===== src/rtl/csi_mbu_pkg.sv =====
`timescale 1ns / 1ps

package csi_mbu_pkg;

  localparam int unsigned DataW      = 8;
  localparam int unsigned PartW      = 8;
  localparam int unsigned HeaderBits = 3;
  localparam int unsigned EntryBits  = 16;
  localparam int unsigned BufW       = 23;
  localparam int unsigned HeldW      = 5;
  localparam int unsigned PosW       = 13;
  localparam int unsigned TxW        = 2;
  localparam int unsigned CodeW      = 2;
  localparam int unsigned NumCodes   = 3;
  localparam int unsigned ApbAddrW   = 5;
  localparam int unsigned ApbDataW   = 32;

  typedef enum logic [2:0] {
    REG_NUM_TX     = 3'd0,
    REG_NUM_RX     = 3'd1,
    REG_NUM_LTF    = 3'd2,
    REG_NUM_TONES  = 3'd3,
    REG_ANT_SEL_ON = 3'd4,
    REG_ANT_CODE_0 = 3'd5,
    REG_ANT_CODE_1 = 3'd6,
    REG_ANT_CODE_2 = 3'd7
  } reg_idx_e;

  // Clamped matrix dimensions and strides, ready for the datapath.
  typedef struct packed {
    logic [1:0]      ntx;
    logic [1:0]      nrx;
    logic [2:0]      nltf;
    logic [7:0]      ntones;
    logic [PosW-1:0] ltf_stride;
    logic [PosW-1:0] tx_stride;
  } geom_t;

endpackage


===== src/rtl/csi_mbu_if.sv =====
`timescale 1ns / 1ps

interface csi_mbu_in_if;
  import csi_mbu_pkg::*;

  logic             valid;
  logic             ready;
  logic [DataW-1:0] data_byte;
  logic             frame_start;

  modport source (output valid, output data_byte, output frame_start, input ready);
  modport sink   (input valid, input data_byte, input frame_start, output ready);
endinterface

interface csi_mbu_out_if;
  import csi_mbu_pkg::*;

  logic                    valid;
  logic                    ready;
  logic signed [PartW-1:0] real_part;
  logic signed [PartW-1:0] imag_part;
  logic [PosW-1:0]         position;
  logic                    last_entry;

  modport source (output valid, output real_part, output imag_part, output position,
                  output last_entry, input ready);
  modport sink   (input valid, input real_part, input imag_part, input position,
                  input last_entry, output ready);
endinterface


===== src/rtl/csi_mbu_regs.sv =====
`timescale 1ns / 1ps

module csi_mbu_regs #(
  parameter int unsigned MAX_TONES  = 128,
  parameter int unsigned MAX_LTF    = 4,
  parameter int unsigned MAX_CHAINS = 3
) (
  input  logic                               clk_i,
  input  logic                               rst_ni,
  input  logic                               psel,
  input  logic                               penable,
  input  logic                               pwrite,
  input  logic [csi_mbu_pkg::ApbAddrW-1:0]   paddr,
  input  logic [csi_mbu_pkg::ApbDataW-1:0]   pwdata,
  output logic [csi_mbu_pkg::ApbDataW-1:0]   prdata,
  output logic                               pready,
  output csi_mbu_pkg::geom_t                 geom_o,
  output logic [csi_mbu_pkg::PosW-1:0]       rank_off_o [MAX_CHAINS]
);
  import csi_mbu_pkg::*;

  logic [1:0]       num_tx_q;
  logic [1:0]       num_rx_q;
  logic [2:0]       num_ltf_q;
  logic [7:0]       num_tones_q;
  logic             sel_on_q;
  logic [CodeW-1:0] code_q [NumCodes];

  logic             wr_en;
  reg_idx_e         reg_idx;

  logic [1:0]       ntx_c;
  logic [1:0]       nrx_c;
  logic [2:0]       nltf_c;
  logic [7:0]       ntones_c;
  logic [1:0]       rank_c;
  geom_t            geom_d;
  geom_t            geom_q;
  logic [PosW-1:0]  rank_off_d [MAX_CHAINS];
  logic [PosW-1:0]  rank_off_q [MAX_CHAINS];

  assign pready  = 1'b1;
  assign wr_en   = psel && penable && pwrite;
  assign reg_idx = reg_idx_e'(paddr[ApbAddrW-1:2]);

  always_ff @(posedge clk_i or negedge rst_ni) begin
    if (!rst_ni) begin
      num_tx_q    <= 2'd1;
      num_rx_q    <= 2'd1;
      num_ltf_q   <= 3'd1;
      num_tones_q <= 8'd30;
      sel_on_q    <= 1'b0;
      code_q[0]   <= 2'd0;
      code_q[1]   <= 2'd1;
      code_q[2]   <= 2'd2;
    end else if (wr_en) begin
      case (reg_idx)
        REG_NUM_TX:     num_tx_q    <= pwdata[1:0];
        REG_NUM_RX:     num_rx_q    <= pwdata[1:0];
        REG_NUM_LTF:    num_ltf_q   <= pwdata[2:0];
        REG_NUM_TONES:  num_tones_q <= pwdata[7:0];
        REG_ANT_SEL_ON: sel_on_q    <= pwdata[0];
        REG_ANT_CODE_0: code_q[0]   <= pwdata[CodeW-1:0];
        REG_ANT_CODE_1: code_q[1]   <= pwdata[CodeW-1:0];
        REG_ANT_CODE_2: code_q[2]   <= pwdata[CodeW-1:0];
        default: ;
      endcase
    end
  end

  always_comb begin
    prdata = '0;
    case (reg_idx)
      REG_NUM_TX:     prdata = ApbDataW'(num_tx_q);
      REG_NUM_RX:     prdata = ApbDataW'(num_rx_q);
      REG_NUM_LTF:    prdata = ApbDataW'(num_ltf_q);
      REG_NUM_TONES:  prdata = ApbDataW'(num_tones_q);
      REG_ANT_SEL_ON: prdata = ApbDataW'(sel_on_q);
      REG_ANT_CODE_0: prdata = ApbDataW'(code_q[0]);
      REG_ANT_CODE_1: prdata = ApbDataW'(code_q[1]);
      REG_ANT_CODE_2: prdata = ApbDataW'(code_q[2]);
      default:        prdata = '0;
    endcase
  end

  // Zero counts act as one, oversized counts saturate.
  always_comb begin
    ntx_c = (num_tx_q == 2'd0) ? 2'd1 : num_tx_q;

    if (num_rx_q == 2'd0) begin
      nrx_c = 2'd1;
    end else if (int'(num_rx_q) > int'(MAX_CHAINS)) begin
      nrx_c = 2'(MAX_CHAINS);
    end else begin
      nrx_c = num_rx_q;
    end

    if (num_ltf_q == 3'd0) begin
      nltf_c = 3'd1;
    end else if (int'(num_ltf_q) > int'(MAX_LTF)) begin
      nltf_c = 3'(MAX_LTF);
    end else begin
      nltf_c = num_ltf_q;
    end

    if (num_tones_q == 8'd0) begin
      ntones_c = 8'd1;
    end else if (int'(num_tones_q) > int'(MAX_TONES)) begin
      ntones_c = 8'(MAX_TONES);
    end else begin
      ntones_c = num_tones_q;
    end

    geom_d.ntx        = ntx_c;
    geom_d.nrx        = nrx_c;
    geom_d.nltf       = nltf_c;
    geom_d.ntones     = ntones_c;
    geom_d.ltf_stride = PosW'(nrx_c) * PosW'(ntones_c);
    geom_d.tx_stride  = PosW'(nltf_c) * PosW'(nrx_c) * PosW'(ntones_c);
  end

  // If enabled, rank by antenna code, ties by chain index.
  always_comb begin
    rank_c = '0;
    for (int r = 0; r < int'(MAX_CHAINS); r++) begin
      rank_c = 2'(r);
      if (sel_on_q && (nrx_c > 2'd1) && (r < int'(nrx_c))) begin
        rank_c = '0;
        for (int j = 0; j < int'(MAX_CHAINS); j++) begin
          if ((j < int'(nrx_c)) &&
              ((code_q[j] < code_q[r]) || ((code_q[j] == code_q[r]) && (j < r)))) begin
            rank_c = rank_c + 2'd1;
          end
        end
      end
      rank_off_d[r] = PosW'(rank_c) * PosW'(ntones_c);
    end
  end

  always_ff @(posedge clk_i) begin
    geom_q     <= geom_d;
    rank_off_q <= rank_off_d;
  end

  assign geom_o     = geom_q;
  assign rank_off_o = rank_off_q;

endmodule


===== src/rtl/csi_mbu_unpack.sv =====
`timescale 1ns / 1ps

module csi_mbu_unpack #(
  parameter int unsigned MAX_TONES  = 128,
  parameter int unsigned MAX_LTF    = 4,
  parameter int unsigned MAX_CHAINS = 3
) (
  input  logic                         clk_i,
  input  logic                         rst_ni,
  csi_mbu_in_if.sink                   item_i,
  csi_mbu_out_if.source                result_o,
  input  csi_mbu_pkg::geom_t           geom_i,
  input  logic [csi_mbu_pkg::PosW-1:0] rank_off_i [MAX_CHAINS]
);
  import csi_mbu_pkg::*;

  localparam int unsigned ToneLim = (MAX_TONES > 255) ? 255 : MAX_TONES;
  localparam int unsigned LtfLim  = (MAX_LTF > 7) ? 7 : MAX_LTF;
  localparam int unsigned ToneW   = (ToneLim > 1) ? $clog2(ToneLim) : 1;
  localparam int unsigned LtfW    = (LtfLim > 1) ? $clog2(LtfLim) : 1;
  localparam int unsigned RxW     = (MAX_CHAINS > 1) ? $clog2(MAX_CHAINS) : 1;

  logic             in_valid_q;
  logic [DataW-1:0] in_byte_q;
  logic             in_start_q;
  logic             adv;

  logic [BufW-1:0]  buf_q, buf_c, buf_d;
  logic [HeldW-1:0] held_q, held_c, held_d;
  logic             skip_q, skip_c, skip_d;
  logic [ToneW-1:0] tone_q, tone_c, tone_d;
  logic [RxW-1:0]   rx_q, rx_c, rx_d;
  logic [LtfW-1:0]  ltf_q, ltf_c, ltf_d;
  logic [TxW-1:0]   tx_q, tx_c, tx_d;
  logic             fin_q, fin_c, fin_d;

  logic             tx_last, ltf_last, rx_last, tone_last;
  logic             emit_c;
  logic [PartW-1:0] real_d, imag_d;
  logic [PosW-1:0]  pos_d;

  logic                    out_valid_q;
  logic signed [PartW-1:0] real_q, imag_q;
  logic [PosW-1:0]         pos_q;
  logic                    last_q;

  assign adv          = in_valid_q && (!out_valid_q || result_o.ready);
  assign item_i.ready = !in_valid_q || adv;

  always_ff @(posedge clk_i or negedge rst_ni) begin
    if (!rst_ni) begin
      in_valid_q <= 1'b0;
    end else if (item_i.ready) begin
      in_valid_q <= item_i.valid;
    end
  end

  always_ff @(posedge clk_i) begin
    if (item_i.valid && item_i.ready) begin
      in_byte_q  <= item_i.data_byte;
      in_start_q <= item_i.frame_start;
    end
  end

  always_comb begin
    buf_c  = buf_q;
    held_c = held_q;
    skip_c = skip_q;
    tone_c = tone_q;
    rx_c   = rx_q;
    ltf_c  = ltf_q;
    tx_c   = tx_q;
    fin_c  = fin_q;
    if (in_start_q) begin
      buf_c  = '0;
      held_c = '0;
      skip_c = 1'b1;
      tone_c = '0;
      rx_c   = '0;
      ltf_c  = '0;
      tx_c   = '0;
      fin_c  = 1'b0;
    end

    tx_last   = (int'(tx_c) + 1) >= int'(geom_i.ntx);
    ltf_last  = (int'(ltf_c) + 1) >= int'(geom_i.nltf);
    rx_last   = (int'(rx_c) + 1) >= int'(geom_i.nrx);
    tone_last = (int'(tone_c) + 1) >= int'(geom_i.ntones);

    pos_d = PosW'(tx_c) * geom_i.tx_stride + PosW'(ltf_c) * geom_i.ltf_stride
          + rank_off_i[rx_c] + PosW'(tone_c);

    buf_d  = buf_c;
    held_d = held_c;
    skip_d = skip_c;
    tone_d = tone_c;
    rx_d   = rx_c;
    ltf_d  = ltf_c;
    tx_d   = tx_c;
    fin_d  = fin_c;
    emit_c = 1'b0;
    real_d = buf_c[PartW-1:0];
    imag_d = buf_c[2*PartW-1:PartW];

    if (!fin_c) begin
      buf_d  = buf_c | (BufW'(in_byte_q) << held_c);
      held_d = held_c + HeldW'(PartW);
      // drop the subcarrier header
      if (skip_c && (held_d >= HeldW'(HeaderBits))) begin
        buf_d  = buf_d >> HeaderBits;
        held_d = held_d - HeldW'(HeaderBits);
        skip_d = 1'b0;
      end
      if (!skip_d && (held_d >= HeldW'(EntryBits))) begin
        emit_c = 1'b1;
        real_d = buf_d[PartW-1:0];
        imag_d = buf_d[2*PartW-1:PartW];
        buf_d  = buf_d >> EntryBits;
        held_d = held_d - HeldW'(EntryBits);
        if (!tx_last) begin
          tx_d = tx_c + TxW'(1);
        end else begin
          tx_d = '0;
          if (!ltf_last) begin
            ltf_d = ltf_c + LtfW'(1);
          end else begin
            ltf_d = '0;
            if (!rx_last) begin
              rx_d = rx_c + RxW'(1);
            end else begin
              rx_d = '0;
              if (!tone_last) begin
                tone_d = tone_c + ToneW'(1);
                skip_d = 1'b1;
              end else begin
                tone_d = '0;
                fin_d  = 1'b1;
              end
            end
          end
        end
      end
    end
  end

  always_ff @(posedge clk_i or negedge rst_ni) begin
    if (!rst_ni) begin
      buf_q  <= '0;
      held_q <= '0;
      skip_q <= 1'b1;
      tone_q <= '0;
      rx_q   <= '0;
      ltf_q  <= '0;
      tx_q   <= '0;
      fin_q  <= 1'b0;
    end else if (adv) begin
      buf_q  <= buf_d;
      held_q <= held_d;
      skip_q <= skip_d;
      tone_q <= tone_d;
      rx_q   <= rx_d;
      ltf_q  <= ltf_d;
      tx_q   <= tx_d;
      fin_q  <= fin_d;
    end
  end

  always_ff @(posedge clk_i or negedge rst_ni) begin
    if (!rst_ni) begin
      out_valid_q <= 1'b0;
    end else if (adv) begin
      out_valid_q <= emit_c;
    end else if (result_o.ready) begin
      out_valid_q <= 1'b0;
    end
  end

  always_ff @(posedge clk_i) begin
    if (adv && emit_c) begin
      real_q <= $signed(real_d);
      imag_q <= $signed(imag_d);
      pos_q  <= pos_d;
      last_q <= tx_last && ltf_last && rx_last && tone_last;
    end
  end

  assign result_o.valid      = out_valid_q;
  assign result_o.real_part  = real_q;
  assign result_o.imag_part  = imag_q;
  assign result_o.position   = pos_q;
  assign result_o.last_entry = last_q;

endmodule


===== src/rtl/csi_matrix_bit_unpacker_core.sv =====
`timescale 1ns / 1ps

// Channel   Dir  Handshake          Payload
// item_i    in   valid/ready        data_byte[7:0], frame_start
// result_o  out  valid/ready        real_part[7:0] s, imag_part[7:0] s, position[12:0],
//                                   last_entry
// apb       in   psel/penable       paddr[4:0], pwdata/prdata[31:0], pready tied high
//
// One byte is taken per cycle unless result_o stalls; each byte is unpacked
// in a single pass and any entry it completes is registered at result_o.
// The bit buffer and counters close one loop per cycle, which sets that rate.
// A stalled result holds in the output register; one more byte waits in the
// input register, then item_i.ready drops. Register writes reach the datapath
// via a register. Reset leaves the block waiting for a payload header.

module csi_matrix_bit_unpacker_core #(
  parameter int unsigned MAX_TONES  = 128,
  parameter int unsigned MAX_LTF    = 4,
  parameter int unsigned MAX_CHAINS = 3
) (
  input  logic                             clk_i,
  input  logic                             rst_ni,
  csi_mbu_in_if.sink                       item_i,
  csi_mbu_out_if.source                    result_o,
  input  logic                             psel,
  input  logic                             penable,
  input  logic                             pwrite,
  input  logic [csi_mbu_pkg::ApbAddrW-1:0] paddr,
  input  logic [csi_mbu_pkg::ApbDataW-1:0] pwdata,
  output logic [csi_mbu_pkg::ApbDataW-1:0] prdata,
  output logic                             pready
);
  import csi_mbu_pkg::*;

  geom_t           geom;
  logic [PosW-1:0] rank_off [MAX_CHAINS];

  csi_mbu_regs #(
    .MAX_TONES (MAX_TONES),
    .MAX_LTF   (MAX_LTF),
    .MAX_CHAINS(MAX_CHAINS)
  ) u_regs (
    .clk_i     (clk_i),
    .rst_ni    (rst_ni),
    .psel      (psel),
    .penable   (penable),
    .pwrite    (pwrite),
    .paddr     (paddr),
    .pwdata    (pwdata),
    .prdata    (prdata),
    .pready    (pready),
    .geom_o    (geom),
    .rank_off_o(rank_off)
  );

  csi_mbu_unpack #(
    .MAX_TONES (MAX_TONES),
    .MAX_LTF   (MAX_LTF),
    .MAX_CHAINS(MAX_CHAINS)
  ) u_unpack (
    .clk_i     (clk_i),
    .rst_ni    (rst_ni),
    .item_i    (item_i),
    .result_o  (result_o),
    .geom_i    (geom),
    .rank_off_i(rank_off)
  );

endmodule


===== src/flat_wrapper.sv =====
// flat-port wrapper written by rule: the top's interface ports become plain ports
module csi_matrix_bit_unpacker_core_flat import csi_mbu_pkg::*;
#(
  parameter int unsigned MAX_TONES  = 128,
  parameter int unsigned MAX_LTF    = 4,
  parameter int unsigned MAX_CHAINS = 3
)
  (clk_i, rst_ni, psel, penable, pwrite, paddr, pwdata, prdata, pready, item_i_valid, item_i_data_byte, item_i_frame_start, item_i_ready, result_o_valid, result_o_real_part, result_o_imag_part, result_o_position, result_o_last_entry, result_o_ready);
  csi_mbu_in_if item_i_i ();
  csi_mbu_out_if result_o_i ();
  input  logic clk_i;
  input  logic rst_ni;
  input  logic psel;
  input  logic penable;
  input  logic pwrite;
  input  logic [csi_mbu_pkg::ApbAddrW-1:0] paddr;
  input  logic [csi_mbu_pkg::ApbDataW-1:0] pwdata;
  output logic [csi_mbu_pkg::ApbDataW-1:0] prdata;
  output logic pready;
  input wire logic [$bits(item_i_i.valid)-1:0] item_i_valid;
  input wire logic [$bits(item_i_i.data_byte)-1:0] item_i_data_byte;
  input wire logic [$bits(item_i_i.frame_start)-1:0] item_i_frame_start;
  output wire logic [$bits(item_i_i.ready)-1:0] item_i_ready;
  output wire logic [$bits(result_o_i.valid)-1:0] result_o_valid;
  output wire logic [$bits(result_o_i.real_part)-1:0] result_o_real_part;
  output wire logic [$bits(result_o_i.imag_part)-1:0] result_o_imag_part;
  output wire logic [$bits(result_o_i.position)-1:0] result_o_position;
  output wire logic [$bits(result_o_i.last_entry)-1:0] result_o_last_entry;
  input wire logic [$bits(result_o_i.ready)-1:0] result_o_ready;
  assign item_i_i.valid = item_i_valid;
  assign item_i_i.data_byte = item_i_data_byte;
  assign item_i_i.frame_start = item_i_frame_start;
  assign item_i_ready = item_i_i.ready;
  assign result_o_valid = result_o_i.valid;
  assign result_o_real_part = result_o_i.real_part;
  assign result_o_imag_part = result_o_i.imag_part;
  assign result_o_position = result_o_i.position;
  assign result_o_last_entry = result_o_i.last_entry;
  assign result_o_i.ready = result_o_ready;
  csi_matrix_bit_unpacker_core #(.MAX_TONES(MAX_TONES), .MAX_LTF(MAX_LTF), .MAX_CHAINS(MAX_CHAINS)) u_core (.clk_i(clk_i), .rst_ni(rst_ni), .item_i(item_i_i), .result_o(result_o_i), .psel(psel), .penable(penable), .pwrite(pwrite), .paddr(paddr), .pwdata(pwdata), .prdata(prdata), .pready(pready));
endmodule

===== config.mk =====
export PLATFORM = sky130hd
export DESIGN_NAME = csi_matrix_bit_unpacker_core_flat
export DESIGN_NICKNAME = d
export VERILOG_FILES = /design/src/rtl/csi_mbu_pkg.sv /design/src/rtl/csi_mbu_if.sv /design/src/rtl/csi_mbu_regs.sv /design/src/rtl/csi_mbu_unpack.sv /design/src/rtl/csi_matrix_bit_unpacker_core.sv /design/src/flat_wrapper.sv
export SDC_FILE = /design/constraint.sdc
export NUM_CORES = 1
export LEC_CHECK = 0
export BUFFER_PORTS_ARGS = -buffer_cell sky130_fd_sc_hd__buf_2
export CORE_MARGIN = 3
export CORE_UTILIZATION = 35
export CTS_CLUSTER_DIAMETER = 200
export CTS_CLUSTER_SIZE = 24
export DETAILED_ROUTE_END_ITERATION = 12
export PLACE_DENSITY = 0.57
export SYNTH_ARGS = -nofsm -noshare
export SYNTH_HDL_FRONTEND = slang
export SYNTH_SLANG_ARGS = --single-unit

===== constraint.sdc =====
create_clock -name clk_i -period 8.74 [get_ports clk_i]
set_input_delay 0.874 -clock clk_i [delete_from_list [all_inputs] [get_ports clk_i]]
set_output_delay 0.874 -clock clk_i [all_outputs]
set_load 0.005 [all_outputs]

==> results.toml <==
[run_status]
outcome = "completed"

[critical_path]
crit_chain = "nor2b_1 -> inv_1 -> and2_1 -> ha_1 -> fa_1 -> xor2_1 -> nand2b_1 -> fa_1 -> fa_1 -> fa_1 -> inv_1 -> ha_1 -> a21o_1 -> a21oi_1 -> o21ai_0 -> or4_1 -> a31o_2 -> a21oi_1 -> xnor2_1"
cp_slowest_cell = "fa_1"
end_kind = "register"
crit_type = "register to register"
crit_required_ns = 9.11
cpPeakStageDelay_ns = 0.54
crit_top_cell = "fa_1"
cp-start-kind = "register"
path_max_fanout = 8
crit_arrival_ns = 6.56

[sta]
setup_viol_count_final = 0
rsz0062_at_grt = "false"
final_max_slew_viol_count = 0
worstMarginPinSlew_ns = 1.18
clock-skew-final_ns = 0.0128
slew_headroom = 0.209
max_freq_mhz = 162
final-hold-violation-count = 0
tns_ns = 0
fin_crit_sh = 0.707
min_period_ns = 6.18
setup_slack_ns = 2.56

[global_routing]
grt_pass1_vias = 9840
grt_pass1_wl_mm = 53.2
grt_usage = 0.172
grt_max_degree = 68
grt_overflow = 0
antenna_found_initial = 0

[layout]
fillerInstances = 3579
n_antenna_cell = 0
drive_gt1_frac = 0.108
multi_input_area_um2 = 7810
fin_nets = 1683
post-route-util = 0.393
register_area_um2 = 4220
syn_to_final_growth_pct = 9.88

[synthesis]
synth.cell_area_um2 = 12800
ys_types = 78
avgSynthCellArea_um2 = 8.95
yosys-top-cells-area = "dfrtp_1 11%, dfxtp_1 11%, fa_1 9.7%"
synth_common_cells = "154 x nand2_1, 149 x nor2_1, 122 x inv_1"
yosysWarnings = 0
synth_edf_count = 39
synth.top_cell.area_share = 0.111
synth_top_cell_by_area = "dfrtp_1"
async_flop_share = 0.385
syn_inst = 1436
synth_most_common_cell = "nand2_1"
synth_seq_area_share = 0.329
synth-main-ff-cell = "dfxtp_1"
ys_ff_latch = 174

[clock_tree]
cts_tree = "yes"
cts.sinks = 174
h-tree-depth = 4
post_cts_buffers = 0
cts_resized = 0
hold_buffers = 0
clockBufferDepth = 2
insertion_delay_ns = 0.45
numCtsBuffers = 17
clk_pin_slew_ns = 0.07
root_buffer = "clkbuf_16"

[route]
wl_mm = 33.0
drc = 0
drtAntennaViolNets = 0
drtPass1Iterations = 5
vias = 10062
routed_via_density = 5.17
wl_per_cell_um = 16.9
drt-initial-drc-count = 618

[hold_path]
hp-class = "register to register"

[pwr]
switching_power_w = 0.00128
switching_share = 0.394
sequentialPowerShare = 0.365
p_int_w = 0.00197
p_clk_frac = 0.252
vdd_ir_drop_max_v = 0.000140
power.density_nw_per_um2 = 231
power_frac_comb = 0.384
power_leakage_nw = 6.49

[run]
cap_viol_max_count = 0

[place]
gp_congestion = 0.886
place_hpwl_mm = 24.8
numPortBuffers = 66
detailedPlace.worstSlack_ns = 2.60

[floorplanning]
io_pins = 118
start_util = 0.358
die_x_um = 198
design.die.area_um2 = 39000
fp-row-count = 69
core_um2 = 35900
die_h_um = 198
[cell usage in the layout, fill, tap and decap left out, drive strengths merged, types with 5 or more instances in the layout]
master and n:
o22ai 12, o31ai 7, dfrtp 57, a211oi 8, nor3b 6, clkbuf 20, nand2 155, mux2 23
a21o 15, a22oi 11, clkinv 5, a21oi 69, mux2i 16, nor2 149, o41ai 9, nand2b 24
dfstp 10, or3 5, nor3 25, edfxtp 39, and2 46, nor2b 51, ha 96, dfxtp 68
a21boi 6, xor2 11, a22o 13, fa 62, inv 127, o21ai 80, a32o 5, nand3 26
xnor2 37, o211ai 6, conb 25, nand4 8, buf 78, mux4 5
[registers in the layout, indices dropped and copies added, names as in the netlist, 2 cells and up]
| register | count |
|---|---|
| u_core.u_regs.code_q | 6 |
| u_core.u_regs.geom_o | 38 |
| u_core.u_unpack.tone_q | 7 |
| u_core.u_unpack.buf_q | 23 |
| u_core.u_unpack.result_o.real_part | 8 |
| u_core.u_regs.num_tx_q | 2 |
| u_core.u_unpack.rx_q | 2 |
| u_core.u_unpack.ltf_q | 2 |
| u_core.u_unpack.result_o.imag_part | 8 |
| u_core.u_unpack.in_byte_q | 8 |
| u_core.u_regs.num_tones_q | 8 |
| u_core.u_regs.num_ltf_q | 3 |
| u_core.u_regs.num_rx_q | 2 |
| u_core.u_unpack.tx_q | 2 |
| u_core.u_unpack.result_o.position | 13 |
| u_core.u_unpack.held_q | 5 |
| u_core.u_regs.rank_off_o | 30 |
[metrics by stage]
step	area, um^2	total power (W)	hold WS [ns]	std cells
after CTS	14100	0.00327	0.447	1946
after floorplan	12900	0.00207	0.434	1459
after detailed placement	13500	0.00244	0.434	1914
final	14100	0.00326	0.441	1946
after global placement	13500	0.00243	0.424	1914
after global routing	14100	0.00348	0.473	1946
[power by group through the flow]
stage | Combinational [W] | Sequential (W) | Clock [W]
3_3_place_gp | 0.00123 | 0.00120 | 0
4_1_cts | 0.00125 | 0.00118 | 0.000838
3_5_place_dp | 0.00124 | 0.00120 | 0
6_report | 0.00125 | 0.00119 | 0.000820
5_1_grt | 0.00139 | 0.00121 | 0.000871
2_1_floorplan | 0.000934 | 0.00114 | 0
[layout make-up]
class | instances | area share
clock buffers | 20 | 0.0332
multi-input cells | 1078 | 0.553
flip-flops and latches | 174 | 0.299
repair buffers | 78 | 0.0298
inverters | 123 | 0.0327
clock inverters | 12 | 0.0110
well taps | 461 | 0.0409
[routing by layer]
metal / wire (um) / track usage / up-vias
li1: - / - / 4930
met1: 15500 / 0.237 / 4866
met2: 15200 / 0.275 / 229
met3: 1550 / 0.0324 / 37
met4: 735 / 0.0527 / 0
met5: 0 / 0 / -
[worst paths after layout]
kind	startpoint	to	slack, ns	cells past startpoint
min in group asynchronous	rst_ni	u_core.u_unpack.in_valid_q	0.64	2
worst max register to register	u_core.u_regs.num_rx_q[0]	u_core.u_regs.geom_o[12]	2.56	19
worst min register to register	u_core.u_regs.num_tx_q[1]	u_core.u_regs.geom_o[40]	0.44	0
worst max-delay path	u_core.u_regs.num_rx_q[0]	u_core.u_regs.geom_o[12]	2.56	19
max in group asynchronous	rst_ni	u_core.u_regs.code_q[0]	7.47	2
worst min-delay path	u_core.u_regs.num_tx_q[1]	u_core.u_regs.geom_o[40]	0.44	0
[kinds of logic after synthesis]
| kind of cell | Yosys count | share of synthesized area |
|---|---|---|
| other cells | 2 | 0.000585 |
| buf+inv | 207 | 0.0705 |
| simple gates | 521 | 0.194 |
| fa+ha+maj | 158 | 0.190 |
| flops | 174 | 0.329 |
| mux | 44 | 0.0414 |
| xor+xnor | 48 | 0.0327 |
| compound gates | 282 | 0.142 |
[worst max-delay path, delay by kind of cell (launching register included)]
family	cells	cell delay (ns)
flip-flops	1	0.40
AO/OA/AOI/OAI	5	1.00
XOR/XNOR	2	0.62
AND/OR/NAND/NOR	4	1.34
buffers and inverters	2	0.31
adder cells (fa/ha/maj)	6	2.42
Note: power is estimated with default switching activity, not from simulation.
